--- src/hw/rtl/ciavcs_pkg.sv ---
// ----------------------------------------------------------------------------
// ciavcs_pkg
// Shared widths, controlword codes, statusword bits and register indexes for
// the CiA 402 velocity command supervisor.
// ----------------------------------------------------------------------------
package ciavcs_pkg;

    // Field widths
    localparam int unsigned WordW  = 16;
    localparam int unsigned DzW    = 15;
    localparam int unsigned FsW    = 15;
    localparam int unsigned PerW   = 8;
    localparam int unsigned ThrW   = 12;
    localparam int unsigned ToW    = 12;
    localparam int unsigned CfgAW  = 3;
    localparam int unsigned CfgDW  = 15;
    localparam int unsigned InDW   = 32;
    localparam int unsigned OutDW  = 32;
    localparam int unsigned OutUW  = 3;

    // Controlword codes
    localparam logic [WordW-1:0] CW_PREPARE     = 16'h0006;
    localparam logic [WordW-1:0] CW_SWITCH_ON   = 16'h0007;
    localparam logic [WordW-1:0] CW_ENABLE_OP   = 16'h001F;
    localparam logic [WordW-1:0] CW_DISABLE_V   = 16'h0000;
    localparam logic [WordW-1:0] CW_FAULT_ACK   = 16'h0080;

    // Statusword bit positions
    localparam int unsigned SB_READY = 0;
    localparam int unsigned SB_ON    = 1;
    localparam int unsigned SB_OPEN  = 2;
    localparam int unsigned SB_FAULT = 3;
    localparam int unsigned SB_DISAB = 6;

    // Register reset values
    localparam logic [DzW-1:0]  DEADZONE_RST  = 15'd3000;
    localparam logic [FsW-1:0]  FULLSCALE_RST = 15'd2000;
    localparam logic [PerW-1:0] PERIOD_RST    = 8'd25;
    localparam logic [ThrW-1:0] THRESH_RST    = 12'd50;
    localparam logic [ToW-1:0]  TIMEOUT_RST   = 12'd1000;

    // Configuration register indexes
    typedef enum logic [CfgAW-1:0] {
        REG_DEADZONE   = 3'd0,
        REG_FULL_SCALE = 3'd1,
        REG_PERIOD     = 3'd2,
        REG_THRESHOLD  = 3'd3,
        REG_TIMEOUT    = 3'd4
    } cfg_index_t;

endpackage

--- src/hw/rtl/cia402_velocity_command_supervisor_unit.sv ---
// ----------------------------------------------------------------------------
// cia402_velocity_command_supervisor_unit
// Drives the CiA 402 enable sequence, watches for faults and timeouts, and
// turns joystick samples into thresholded velocity targets.
// ----------------------------------------------------------------------------
// An accepted input is held in the input register and its result in the
// result register. One item per cycle while m_tready does not stall the
// result stream. The path from the input register through the scaling
// multiplier and change compare into the state and result registers sets
// the cycle. Reset is synchronous, active low: state and valids clear,
// configuration returns to its default values.
module cia402_velocity_command_supervisor_unit (
    input  logic                            aclk,
    input  logic                            aresetn,
    // Configuration write port
    input  logic                            cfg_we,
    input  logic [ciavcs_pkg::CfgAW-1:0]    cfg_addr,
    input  logic [ciavcs_pkg::CfgDW-1:0]    cfg_wdata,
    // Input stream
    input  logic                            s_tvalid,
    output logic                            s_tready,
    input  logic [ciavcs_pkg::InDW-1:0]     s_tdata,  // [15:0] status_word, [31:16] joy_sample
    input  logic [0:0]                      s_tuser,  // [0] shutdown_request
    // Result stream
    output logic                            m_tvalid,
    input  logic                            m_tready,
    output logic [ciavcs_pkg::OutDW-1:0]    m_tdata,  // [15:0] control_word, [31:16] vel_cmd
    output logic [ciavcs_pkg::OutUW-1:0]    m_tuser   // [0] drive_enabled, [1] disable_reached,
                                                      // [2] timeout_pulse
);
    import ciavcs_pkg::*;

    // Configuration registers
    logic [DzW-1:0]  deadzone_reg;
    logic [FsW-1:0]  full_scale_reg;
    logic [PerW-1:0] period_reg;
    logic [ThrW-1:0] thresh_reg;
    logic [ToW-1:0]  timeout_reg;

    // Input stage
    logic               in_valid_reg;
    logic [WordW-1:0]   sw_reg;
    logic signed [WordW-1:0] joy_reg;
    logic               shut_reg;

    // Supervisor state
    logic               enabled_reg,   enabled_next;
    logic [ToW-1:0]     wait_cnt_reg,  wait_cnt_next;
    logic [PerW-1:0]    upd_cnt_reg,   upd_cnt_next;
    logic signed [WordW-1:0] last_vel_reg, last_vel_next;
    logic [WordW-1:0]   held_cw_reg,   held_cw_next;
    logic signed [WordW-1:0] held_vel_reg, held_vel_next;

    // Result stage
    logic               out_valid_reg;
    logic [WordW-1:0]   out_cw_reg,    out_cw_next;
    logic [OutUW-1:0]   out_flags_reg, out_flags_next;

    logic advance;
    logic step;

    // Velocity scaling
    logic [WordW-1:0]   mag;
    logic [30:0]        prod;
    logic [15:0]        hi_part;
    logic [16:0]        fold;
    logic [15:0]        q_pos;
    logic [15:0]        q_mag;
    logic signed [WordW-1:0] vel;
    logic signed [17:0] delta;
    logic [17:0]        abs_delta;
    logic [PerW-1:0]    upd_inc;
    logic               reached;
    logic               pulse;
    logic               done;

    assign advance  = !out_valid_reg || m_tready;
    assign step     = in_valid_reg && advance;
    assign s_tready = !in_valid_reg || advance;

    // Scale |j| * full_scale by 1/32767 (positive) or 1/32768 (negative)
    always_comb begin
        mag     = joy_reg[WordW-1] ? 16'(-joy_reg) : 16'(joy_reg);
        prod    = 31'(mag) * 31'(full_scale_reg);
        hi_part = prod[30:15];
        fold    = 17'(hi_part) + 17'(prod[14:0]);
        if (fold >= 17'd65534) begin
            q_pos = hi_part + 16'd2;
        end else if (fold >= 17'd32767) begin
            q_pos = hi_part + 16'd1;
        end else begin
            q_pos = hi_part;
        end
        q_mag = joy_reg[WordW-1] ? hi_part : q_pos;
        if (mag < 16'(deadzone_reg)) begin
            vel = '0;
        end else if (joy_reg[WordW-1]) begin
            vel = -$signed(q_mag);
        end else begin
            vel = $signed(q_mag);
        end
        delta     = 18'(vel) - 18'(last_vel_reg);
        abs_delta = delta[17] ? 18'(-delta) : 18'(delta);
    end

    // Next state and result for the item in the input register
    always_comb begin
        enabled_next  = enabled_reg;
        wait_cnt_next = wait_cnt_reg;
        upd_cnt_next  = upd_cnt_reg;
        last_vel_next = last_vel_reg;
        held_cw_next  = held_cw_reg;
        held_vel_next = held_vel_reg;
        reached       = 1'b0;
        pulse         = 1'b0;
        done          = 1'b0;
        upd_inc       = upd_cnt_reg + 8'd1;
        out_cw_next   = held_cw_reg;

        if (shut_reg) begin
            // Step toward switch on disabled with zero velocity
            held_vel_next = '0;
            last_vel_next = '0;
            enabled_next  = 1'b0;
            wait_cnt_next = '0;
            upd_cnt_next  = '0;
            if (sw_reg == '0 || sw_reg[SB_FAULT]) begin
                held_cw_next = CW_FAULT_ACK;
            end else if (sw_reg[SB_OPEN]) begin
                held_cw_next = CW_SWITCH_ON;
            end else if (sw_reg[SB_ON]) begin
                held_cw_next = CW_PREPARE;
            end else if (sw_reg[SB_READY]) begin
                held_cw_next = CW_DISABLE_V;
            end else begin
                reached = 1'b1;
            end
            out_cw_next = held_cw_next;
        end else if (!enabled_reg) begin
            // Walk the enable sequence
            if (sw_reg == '0 || sw_reg[SB_FAULT]) begin
                held_cw_next = CW_FAULT_ACK;
            end else if (sw_reg[SB_DISAB] || !sw_reg[SB_READY]) begin
                held_cw_next = CW_PREPARE;
            end else if (!sw_reg[SB_ON]) begin
                held_cw_next = CW_SWITCH_ON;
            end else if (!sw_reg[SB_OPEN]) begin
                held_cw_next = CW_ENABLE_OP;
            end else begin
                done = 1'b1;
            end
            out_cw_next = held_cw_next;
            if (done) begin
                enabled_next  = 1'b1;
                held_vel_next = '0;
                last_vel_next = '0;
                wait_cnt_next = '0;
                upd_cnt_next  = '0;
            end else if (wait_cnt_reg >= timeout_reg) begin
                pulse         = 1'b1;
                out_cw_next   = CW_FAULT_ACK;
                held_cw_next  = CW_DISABLE_V;
                wait_cnt_next = '0;
            end else begin
                wait_cnt_next = wait_cnt_reg + 12'd1;
            end
        end else begin
            // Enabled: once per update period, refresh velocity past threshold or act on fault
            upd_cnt_next = upd_inc;
            if (upd_inc >= period_reg) begin
                upd_cnt_next = '0;
                if (!sw_reg[SB_FAULT]) begin
                    if (abs_delta > 18'(thresh_reg)) begin
                        held_vel_next = vel;
                        last_vel_next = vel;
                    end
                end else begin
                    held_vel_next = '0;
                    held_cw_next  = CW_FAULT_ACK;
                    last_vel_next = '0;
                end
            end
            out_cw_next = held_cw_next;
        end
        out_flags_next = {pulse, reached, enabled_next};
    end

    // Configuration writes
    always_ff @(posedge aclk) begin
        if (!aresetn) begin
            deadzone_reg   <= DEADZONE_RST;
            full_scale_reg <= FULLSCALE_RST;
            period_reg     <= PERIOD_RST;
            thresh_reg     <= THRESH_RST;
            timeout_reg    <= TIMEOUT_RST;
        end else if (cfg_we) begin
            case (cfg_addr)
                REG_DEADZONE:   deadzone_reg   <= cfg_wdata[DzW-1:0];
                REG_FULL_SCALE: full_scale_reg <= cfg_wdata[FsW-1:0];
                REG_PERIOD:     period_reg     <= cfg_wdata[PerW-1:0];
                REG_THRESHOLD:  thresh_reg     <= cfg_wdata[ThrW-1:0];
                REG_TIMEOUT:    timeout_reg    <= cfg_wdata[ToW-1:0];
                default: ;
            endcase
        end
    end

    // Input register: capture on transfer, drop when consumed
    always_ff @(posedge aclk) begin
        if (!aresetn) begin
            in_valid_reg <= 1'b0;
        end else if (s_tvalid && s_tready) begin
            in_valid_reg <= 1'b1;
        end else if (step) begin
            in_valid_reg <= 1'b0;
        end
    end

    always_ff @(posedge aclk) begin
        if (s_tvalid && s_tready) begin
            sw_reg   <= s_tdata[15:0];
            joy_reg  <= $signed(s_tdata[31:16]);
            shut_reg <= s_tuser[0];
        end
    end

    // State and result register: advance one item per step
    always_ff @(posedge aclk) begin
        if (!aresetn) begin
            enabled_reg   <= 1'b0;
            wait_cnt_reg  <= '0;
            upd_cnt_reg   <= '0;
            last_vel_reg  <= '0;
            held_cw_reg   <= '0;
            held_vel_reg  <= '0;
            out_valid_reg <= 1'b0;
        end else begin
            if (step) begin
                enabled_reg   <= enabled_next;
                wait_cnt_reg  <= wait_cnt_next;
                upd_cnt_reg   <= upd_cnt_next;
                last_vel_reg  <= last_vel_next;
                held_cw_reg   <= held_cw_next;
                held_vel_reg  <= held_vel_next;
                out_valid_reg <= 1'b1;
            end else if (m_tready) begin
                out_valid_reg <= 1'b0;
            end
        end
    end

    always_ff @(posedge aclk) begin
        if (step) begin
            out_cw_reg    <= out_cw_next;
            out_flags_reg <= out_flags_next;
        end
    end

    assign m_tvalid = out_valid_reg;
    assign m_tdata  = {held_vel_reg, out_cw_reg};
    assign m_tuser  = out_flags_reg;

    // Checks
    a_pulse_cw: assert property (@(posedge aclk) disable iff (!aresetn)
        m_tvalid && m_tuser[2] |-> m_tdata[15:0] == CW_FAULT_ACK)
        else $error("timeout pulse without fault reset controlword");

    a_reached_idle: assert property (@(posedge aclk) disable iff (!aresetn)
        m_tvalid && m_tuser[1] |-> !m_tuser[0] && m_tdata[31:16] == '0)
        else $error("disable reached while enabled or moving");

    a_idle_zero_vel: assert property (@(posedge aclk) disable iff (!aresetn)
        !enabled_reg |-> held_vel_reg == '0 && last_vel_reg == '0)
        else $error("nonzero velocity while not enabled");

    a_upd_cnt_range: assert property (@(posedge aclk) disable iff (!aresetn)
        upd_cnt_reg != 8'hFF)
        else $error("update counter out of range");

    a_step_valid: assert property (@(posedge aclk) disable iff (!aresetn)
        step |=> m_tvalid)
        else $error("processed item produced no result");

endmodule

--- config.mk ---
export PLATFORM = sky130hd
export DESIGN_NAME = cia402_velocity_command_supervisor_unit
export DESIGN_NICKNAME = d
export VERILOG_FILES = /design/src/hw/rtl/ciavcs_pkg.sv /design/src/hw/rtl/cia402_velocity_command_supervisor_unit.sv
export SDC_FILE = /design/constraint.sdc
export NUM_CORES = 1
export LEC_CHECK = 0
export ABC_AREA = 1
export CAP_MARGIN = 15
export CORE_UTILIZATION = 40
export DETAILED_ROUTE_END_ITERATION = 8
export DONT_BUFFER_PORTS = 1
export PLACE_DENSITY = 0.53
export RECOVER_POWER = 50
export SYNTH_ARGS = -nofsm -noshare
export SYNTH_HDL_FRONTEND = slang
export SYNTH_SLANG_ARGS = --single-unit
--- constraint.sdc ---
create_clock -name aclk -period 17.2 [get_ports aclk]
set_input_delay 0 -clock aclk [delete_from_list [all_inputs] [get_ports aclk]]
set_output_delay 0 -clock aclk [all_outputs]
set_load 0.01 [all_outputs]
==> impl_metrics.toml, run 1 <==
[logic_synthesis]
yosysUniqueCellTypes = 62
ys_ff_latch = 169
synth_edf_count = 52
synthDominantCellAreaShare_pct = 18.60
synth_area_per_cell_sq_um = 7.301
syn_inst = 2683
synth_ff_type = "dfxtp_1"
yosysSeqAreaShare_pct = 19.93
synth_area_leaders = "fa_1, dfxtp_1, ha_1, inv_1, nand2_1"
synth-compound-area-share_pct = 9.779
synth_fa_ha_area_share_pct = 29.97
synth_mux_area_share_pct = 0.05110
synth_top_area_cell = "fa_1"
synth-xor-area-share_pct = 3.577
syn_nets = 3099
synthArstFlopShare_pct = 0
synthSimpleGateAreaFrac_pct = 24.31
ys_warn_count = 0
synth_top_family_by_area = "adder cells"
syn-cell-area_sq_um = 19590

[global_routing]
grt_max_degree = 72
antenna_found_initial = 7
grt_pass1_wl_mm = 93.25
grt_usage_pct = 23.91
grt_pass1_vias = 17090
grt_overflow_total = 0

[layout]
utilization_pct = 45.00
multi_input_area_sq_um = 13280
drive_gt1_share_pct = 5.630
register_area_sq_um = 3904
layout_common_cells = "inv_1, nand2_1, nor2_1, fa_1, ha_1"
nets = 3156
final_common_cell = "inv_1"
syn2layout_area_growth_pct = 10.38
fillCellCount = 4932

[sta]
post-route-period-util_pct = 91.19
drv_slew = 104
clock.fmax_mhz = 63.76
hold_slack_ns = 0.03130
period_needed_ns = 15.68
skew_ns = 0.01587
finalHoldViolations = 0
rsz0062_at_grt = "no"
worst_slew_pin_slew_ns = 2.986
tns_ns = 0
relSlewSlack_pct = -99.07
finalSetupViolCount = 0

[clocking]
cts_tree = "built"
cts_buffers = 17
insertion_delay_ns = 0.45
clkTransAtPathRegs_ns = 0.07
root_buffer = "clkbuf_16"
cts.sinks = 169
cts_buffer_depth = 2
htreeDepth = 4

[detailed_routing]
drt-pass1-iter-count = 8
vias_per_cell = 5.028
post_drt_wl_per_cell_microns = 17.06
wirelength_mm = 57.48
drt_iter0_markers = 952
drcViolationCount = 0
postRouteAntennaNets = 0
num_vias = 16950

[critical_path]
cp-start-kind = "register"
end_kind = "register"
worstSetupPathType = "reg2reg"
regToRegSetupSlack_ns = 1.52
cp_slowest_stage_delay_ns = 0.57
worst-path-max-fanout = 17
crit_path_top_delay_cell = "fa_1"
r2r_cells = 99
crit_arrival_ns = 16.05
critical_path_required_ns = 17.57

[floorplan]
die_h_microns = 223.3
rows = 80
core_sq_um = 48050
floorplan.initialDensity_pct = 40.77
dieWidth_microns = 223.3
num_io_pins = 93
die-area_sq_um = 49860

[outcome]
status = "complete, but fails checks"
violations = "max-capacitance violations, max-slew violations"

[placement]
port_buffers = 0
gp_congestion = 0.9404
place_hpwl_mm = 46.43

[run]
max_cap_viol_count = 2

[hold_path]
hold_path_class = "in2reg"
hold_depth = 2
through the flow:
step                      std cells  setup slack [ns]  area (sq um)
final                          3370             1.515         21620
after global routing           3370            0.1049         21620
after CTS                      3365            0.5168         21600
after detailed placement       3260            0.6173         20260
after global placement         3260             1.249         20260
after floorplan                2683             3.291         19590
worst max-delay path, delay by kind of cell, from the launching register on:
kind / cells / cell delay (ns)
buf+inv: 24 / 2.45
flops: 1 / 0.52
xor+xnor: 2 / 0.37
simple gates: 43 / 5.19
fa+ha+maj: 12 / 4.71
compound gates: 18 / 2.29
metal layers:
metal  vias to the layer above  routed length, microns  share of wire (%)  GRT usage, %
li1                       8464                       -                  -             -
met1                      8050                   26580                 46         32.21
met2                       352                   27320                 48         40.14
met3                        69                    2568                4.5         3.951
met4                        10                     943                1.6         5.192
met5                         -                      65               0.11             0
path summary, 6_finish.rpt:
path | start | endpoint
hold reg to reg | held_cw_reg[12]$_SDFFE_PN0P_ | held_cw_reg[12]$_SDFFE_PN0P_
hold / removal | cfg_we | timeout_reg[4]$_SDFFE_PN0P_
setup reg to reg | joy_reg[1]$_DFFE_PP_ | held_vel_reg[15]$_SDFFE_PN0P_
setup / recovery | joy_reg[1]$_DFFE_PP_ | held_vel_reg[15]$_SDFFE_PN0P_
final cells by class:
| class | instances | share of cell area, % |
|---|---|---|
| Multi-Input combinational cell | 1877 | 61.41 |
| Sequential cell | 169 | 18.05 |
| Inverter | 580 | 10.10 |
| Timing Repair Buffer | 95 | 4.097 |
| Tap cell | 615 | 3.559 |
| Clock buffer | 19 | 2.002 |
| Clock inverter | 13 | 0.7523 |
| Antenna cell | 2 | 0.02315 |
cells in the mapped netlist (4+ instances only):
library cell  instances
nand3_2               9
o21ai_0              77
fa_1                182
nor2_1              302
nor2_2                8
o221ai_1              4
nand2_2              32
inv_2                14
xnor2_1              16
nand3_1             115
ha_1                178
o21a_1                5
o21bai_1              5
nor2_4                7
dfxtp_1             117
nand3b_1              9
a31oi_1               4
edfxtp_1             52
nand2_1             543
o211ai_1             29
o21ai_1              15
a21oi_2               5
nand2_4               5
nor4_1                7
nand4_1              23
a21o_1                4
a21oi_1             152
clkbuf_1             45
nor3_1               25
inv_1               547
buf_2                 4
or2_2                 9
and2_1                4
xor2_1               59
a22oi_1               7
clkinv_1             19
cell families after synthesis:
logic type      after synthesis
simple gates               1108
buf+inv                     637
fa+ha+maj                   360
compound gates              331
flops                       169
xor+xnor                     77
mux                           1
repair_timing:
item                                   CTS  global route
resized for setup                        0             4
endpoints found under the hold margin  111             0
setup endpoints to repair                0            16
hold buffers                            73             0
setup buffers                            0             2
Power of run 1 is not shown: default switching activity piles up to over one toggle a cycle in this logic, so the estimate is an artifact.
==> run 2, diff against run 1 <==
--- a/config.mk
+++ b/config.mk
@@ -6,11 +6,12 @@
 export NUM_CORES = 1
 export LEC_CHECK = 0
 export ABC_AREA = 1
+export BUFFER_PORTS_ARGS = -buffer_cell sky130_fd_sc_hd__buf_2
 export CAP_MARGIN = 15
-export CORE_UTILIZATION = 40
+export CORE_UTILIZATION = 43
 export DETAILED_ROUTE_END_ITERATION = 8
-export DONT_BUFFER_PORTS = 1
-export PLACE_DENSITY = 0.53
+export GPL_TIMING_DRIVEN = 0
+export PLACE_DENSITY = 0.58
 export RECOVER_POWER = 50
 export SYNTH_ARGS = -nofsm -noshare
 export SYNTH_HDL_FRONTEND = slang
==> run 2 against run 1 <==
Effect of this change:
- the flow now finishes without violations
- sequential share of layout area fell by 0.40 points
- sequential cell count did not move
- non-clock buffer count rose by 123
- clock skew fell by 0.0020 ns
- worst setup slack got worse by 0.35 ns
- clock-buffer cell count fell by 1
- global-route usage rose by 1.4 points
- critical path type unchanged
- critical endpoint is now held_vel_reg[8]$_SDFFE_PN0P_
- highest routed layer is now met4
==> impl_metrics.toml, run 2 (same netlist as run 1, synthesis figures left out) <==
[outcome]
status = "finished, final reports clean"

[critical_path]
cp-start-kind = "register"
timing.rr.end = "held_vel_reg[8]$_SDFFE_PN0P_"
path_buf_inv = 15
r2r_start = "joy_reg[15]$_DFFE_PP_"
critical_path_required_ns = 17.57
end_kind = "register"
cp_top_family = "adder cells"
worstSetupPathType = "reg2reg"
crit_start = "joy_reg[15]$_DFFE_PP_"
crit_arrival_ns = 16.41
r2r_cells = 76
worst-path-max-fanout = 10
crit_path_top_delay_cell = "fa_1"
regToRegSetupSlack_ns = 1.17
cp_slowest_stage_delay_ns = 0.58

[run]
max_cap_viol_count = 0

[detailed_routing]
vias_per_cell = 5.089
drt-pass1-iter-count = 6
drcViolationCount = 0
drt_iter0_markers = 1377
wl_met1_mm = 26.47
wirelength_mm = 57.35
wl_met2_mm = 26.19
dr.max_layer_used = "met4"
post_drt_wl_per_cell_microns = 16.53
wl_met3_mm = 3.383
num_vias = 17660
postRouteAntennaNets = 0

[sta]
worst_slew_pin_slew_ns = 1.424
drv_slew = 0
post-route-period-util_pct = 93.22
skew_ns = 0.01391
clock.fmax_mhz = 62.37
finalSetupViolCount = 0
relSlewSlack_pct = 5.037
finalHoldViolations = 0
period_needed_ns = 16.03

[clocking]
cts_buffers = 17
insertion_delay_ns = 0.46
cts_buffer_depth = 2
cts.sinks = 169
root_buffer = "clkbuf_16"
cts_tree = "built"
htreeDepth = 4
clkTransAtPathRegs_ns = 0.08

[floorplan]
num_io_pins = 93
core_sq_um = 44610
die-area_sq_um = 46410
dieWidth_microns = 215.4
floorplan.initialDensity_pct = 43.91
rows = 77
die_h_microns = 215.4

[hold_path]
hold_depth = 3
whs_endpoint = "held_cw_reg[7]$_SDFFE_PN0P_"
hp-start = "aresetn"
hold_path_class = "in2reg"

[global_routing]
antenna_found_initial = 0
grt_overflow_total = 0
grt_usage_pct = 25.31
grt_pass1_vias = 17320
grt_pass1_wl_mm = 92.62
grt_max_degree = 23

[layout]
drive_gt1_share_pct = 7.922
antenna_cells = 0
syn2layout_area_growth_pct = 12.87
layout_common_cells = "inv_1, nand2_1, nor2_1, fa_1, ha_1"
fillCellCount = 4442
nets = 3281
finalNonFillerCells = 3470
final_common_cell = "inv_1"
utilization_pct = 49.57

[placement]
gp_congestion = 0.9329
port_buffers = 91
place_hpwl_mm = 46.59
place_inst = 3369
==> run 2: changes by cell type in the layout (fill, tap and decap cells not counted), moves of 3 or more <==
cell / change
xor2_1: -3
buf_6: +3
buf_4: -6
buf_2: +52
nand2_2: +4
clkinv_1: -4
nand2_1: -4
clkbuf_1: +80
clkbuf_2: +5
dlygate4sd3_1: -15
clkinvlp_4: +6
==> run 2: worst max-delay path by stage <==
stage               cells after the start  slack (ns)                       endpoint
floorplan                              84        3.29   held_vel_reg[8]$_SDFFE_PN0P_
global placement                       90       -0.41  held_vel_reg[14]$_SDFFE_PN0P_
detailed placement                     89       -0.54   held_vel_reg[8]$_SDFFE_PN0P_
CTS                                    86        0.17   held_vel_reg[8]$_SDFFE_PN0P_
global route                           96       -0.03  held_vel_reg[14]$_SDFFE_PN0P_
finish                                 76        1.17   held_vel_reg[8]$_SDFFE_PN0P_
==> run 2: repair_timing <==
action / 4_1_cts / 5_1_grt
gates resized for setup: 5 / 27
hold endpoints to repair: 84 / 0
cloned: 0 / 2
hold buffers: 57 / 0
endpoints found under the setup margin: 16 / 16
setup buffers: 0 / 11
==> run 2: per-layer routing <==
metal | track usage [%] | up-vias
met5 | 0 | -
met4 | 6.714 | 0
met3 | 3.594 | 86
met2 | 41.17 | 525
met1 | 35.13 | 8345
li1 | - | 8703
==> run 2: worst register-to-register path: cells and delay by family (launching register included) <==
| family | cells | cell delay [ns] |
|---|---|---|
| adder cells (fa/ha/maj) | 10 | 4.61 |
| AND/OR/NAND/NOR | 28 | 4.36 |
| AO/OA/AOI/OAI | 20 | 3.03 |
| buffers and inverters | 15 | 2.56 |
| XOR/XNOR | 3 | 0.90 |
| flip-flops | 1 | 0.51 |
==> run 2: metrics by stage <==
stage                     setup WS (ns)  TNS (ns)  cell area, sq um  hold WS, ns
after floorplan                   3.291         0             19590      0.09887
after global placement          -0.4082    -4.380             20780       0.1778
after detailed placement        -0.5414    -6.670             20830       0.1782
after CTS                        0.1744         0             22000      0.02611
after global routing           -0.02565  -0.03150             22110      0.04443
final                             1.166         0             22110      0.03376
==> run 2: cell type report <==
class                   instances  area, sq um  area share (%)
multi-input cells            1877        13350           60.37
flip-flops and latches        169         3904           17.66
inverters                     580         2202           9.960
repair buffers                162         1074           4.855
well taps                     592        740.7           3.350
clock buffers                  18        450.4           2.037
plain buffers                  56        251.5           1.137
clock inverters                14        130.1          0.5885
repair inverters                2        10.01         0.04527
Power of run 2 is left out for the same reason.
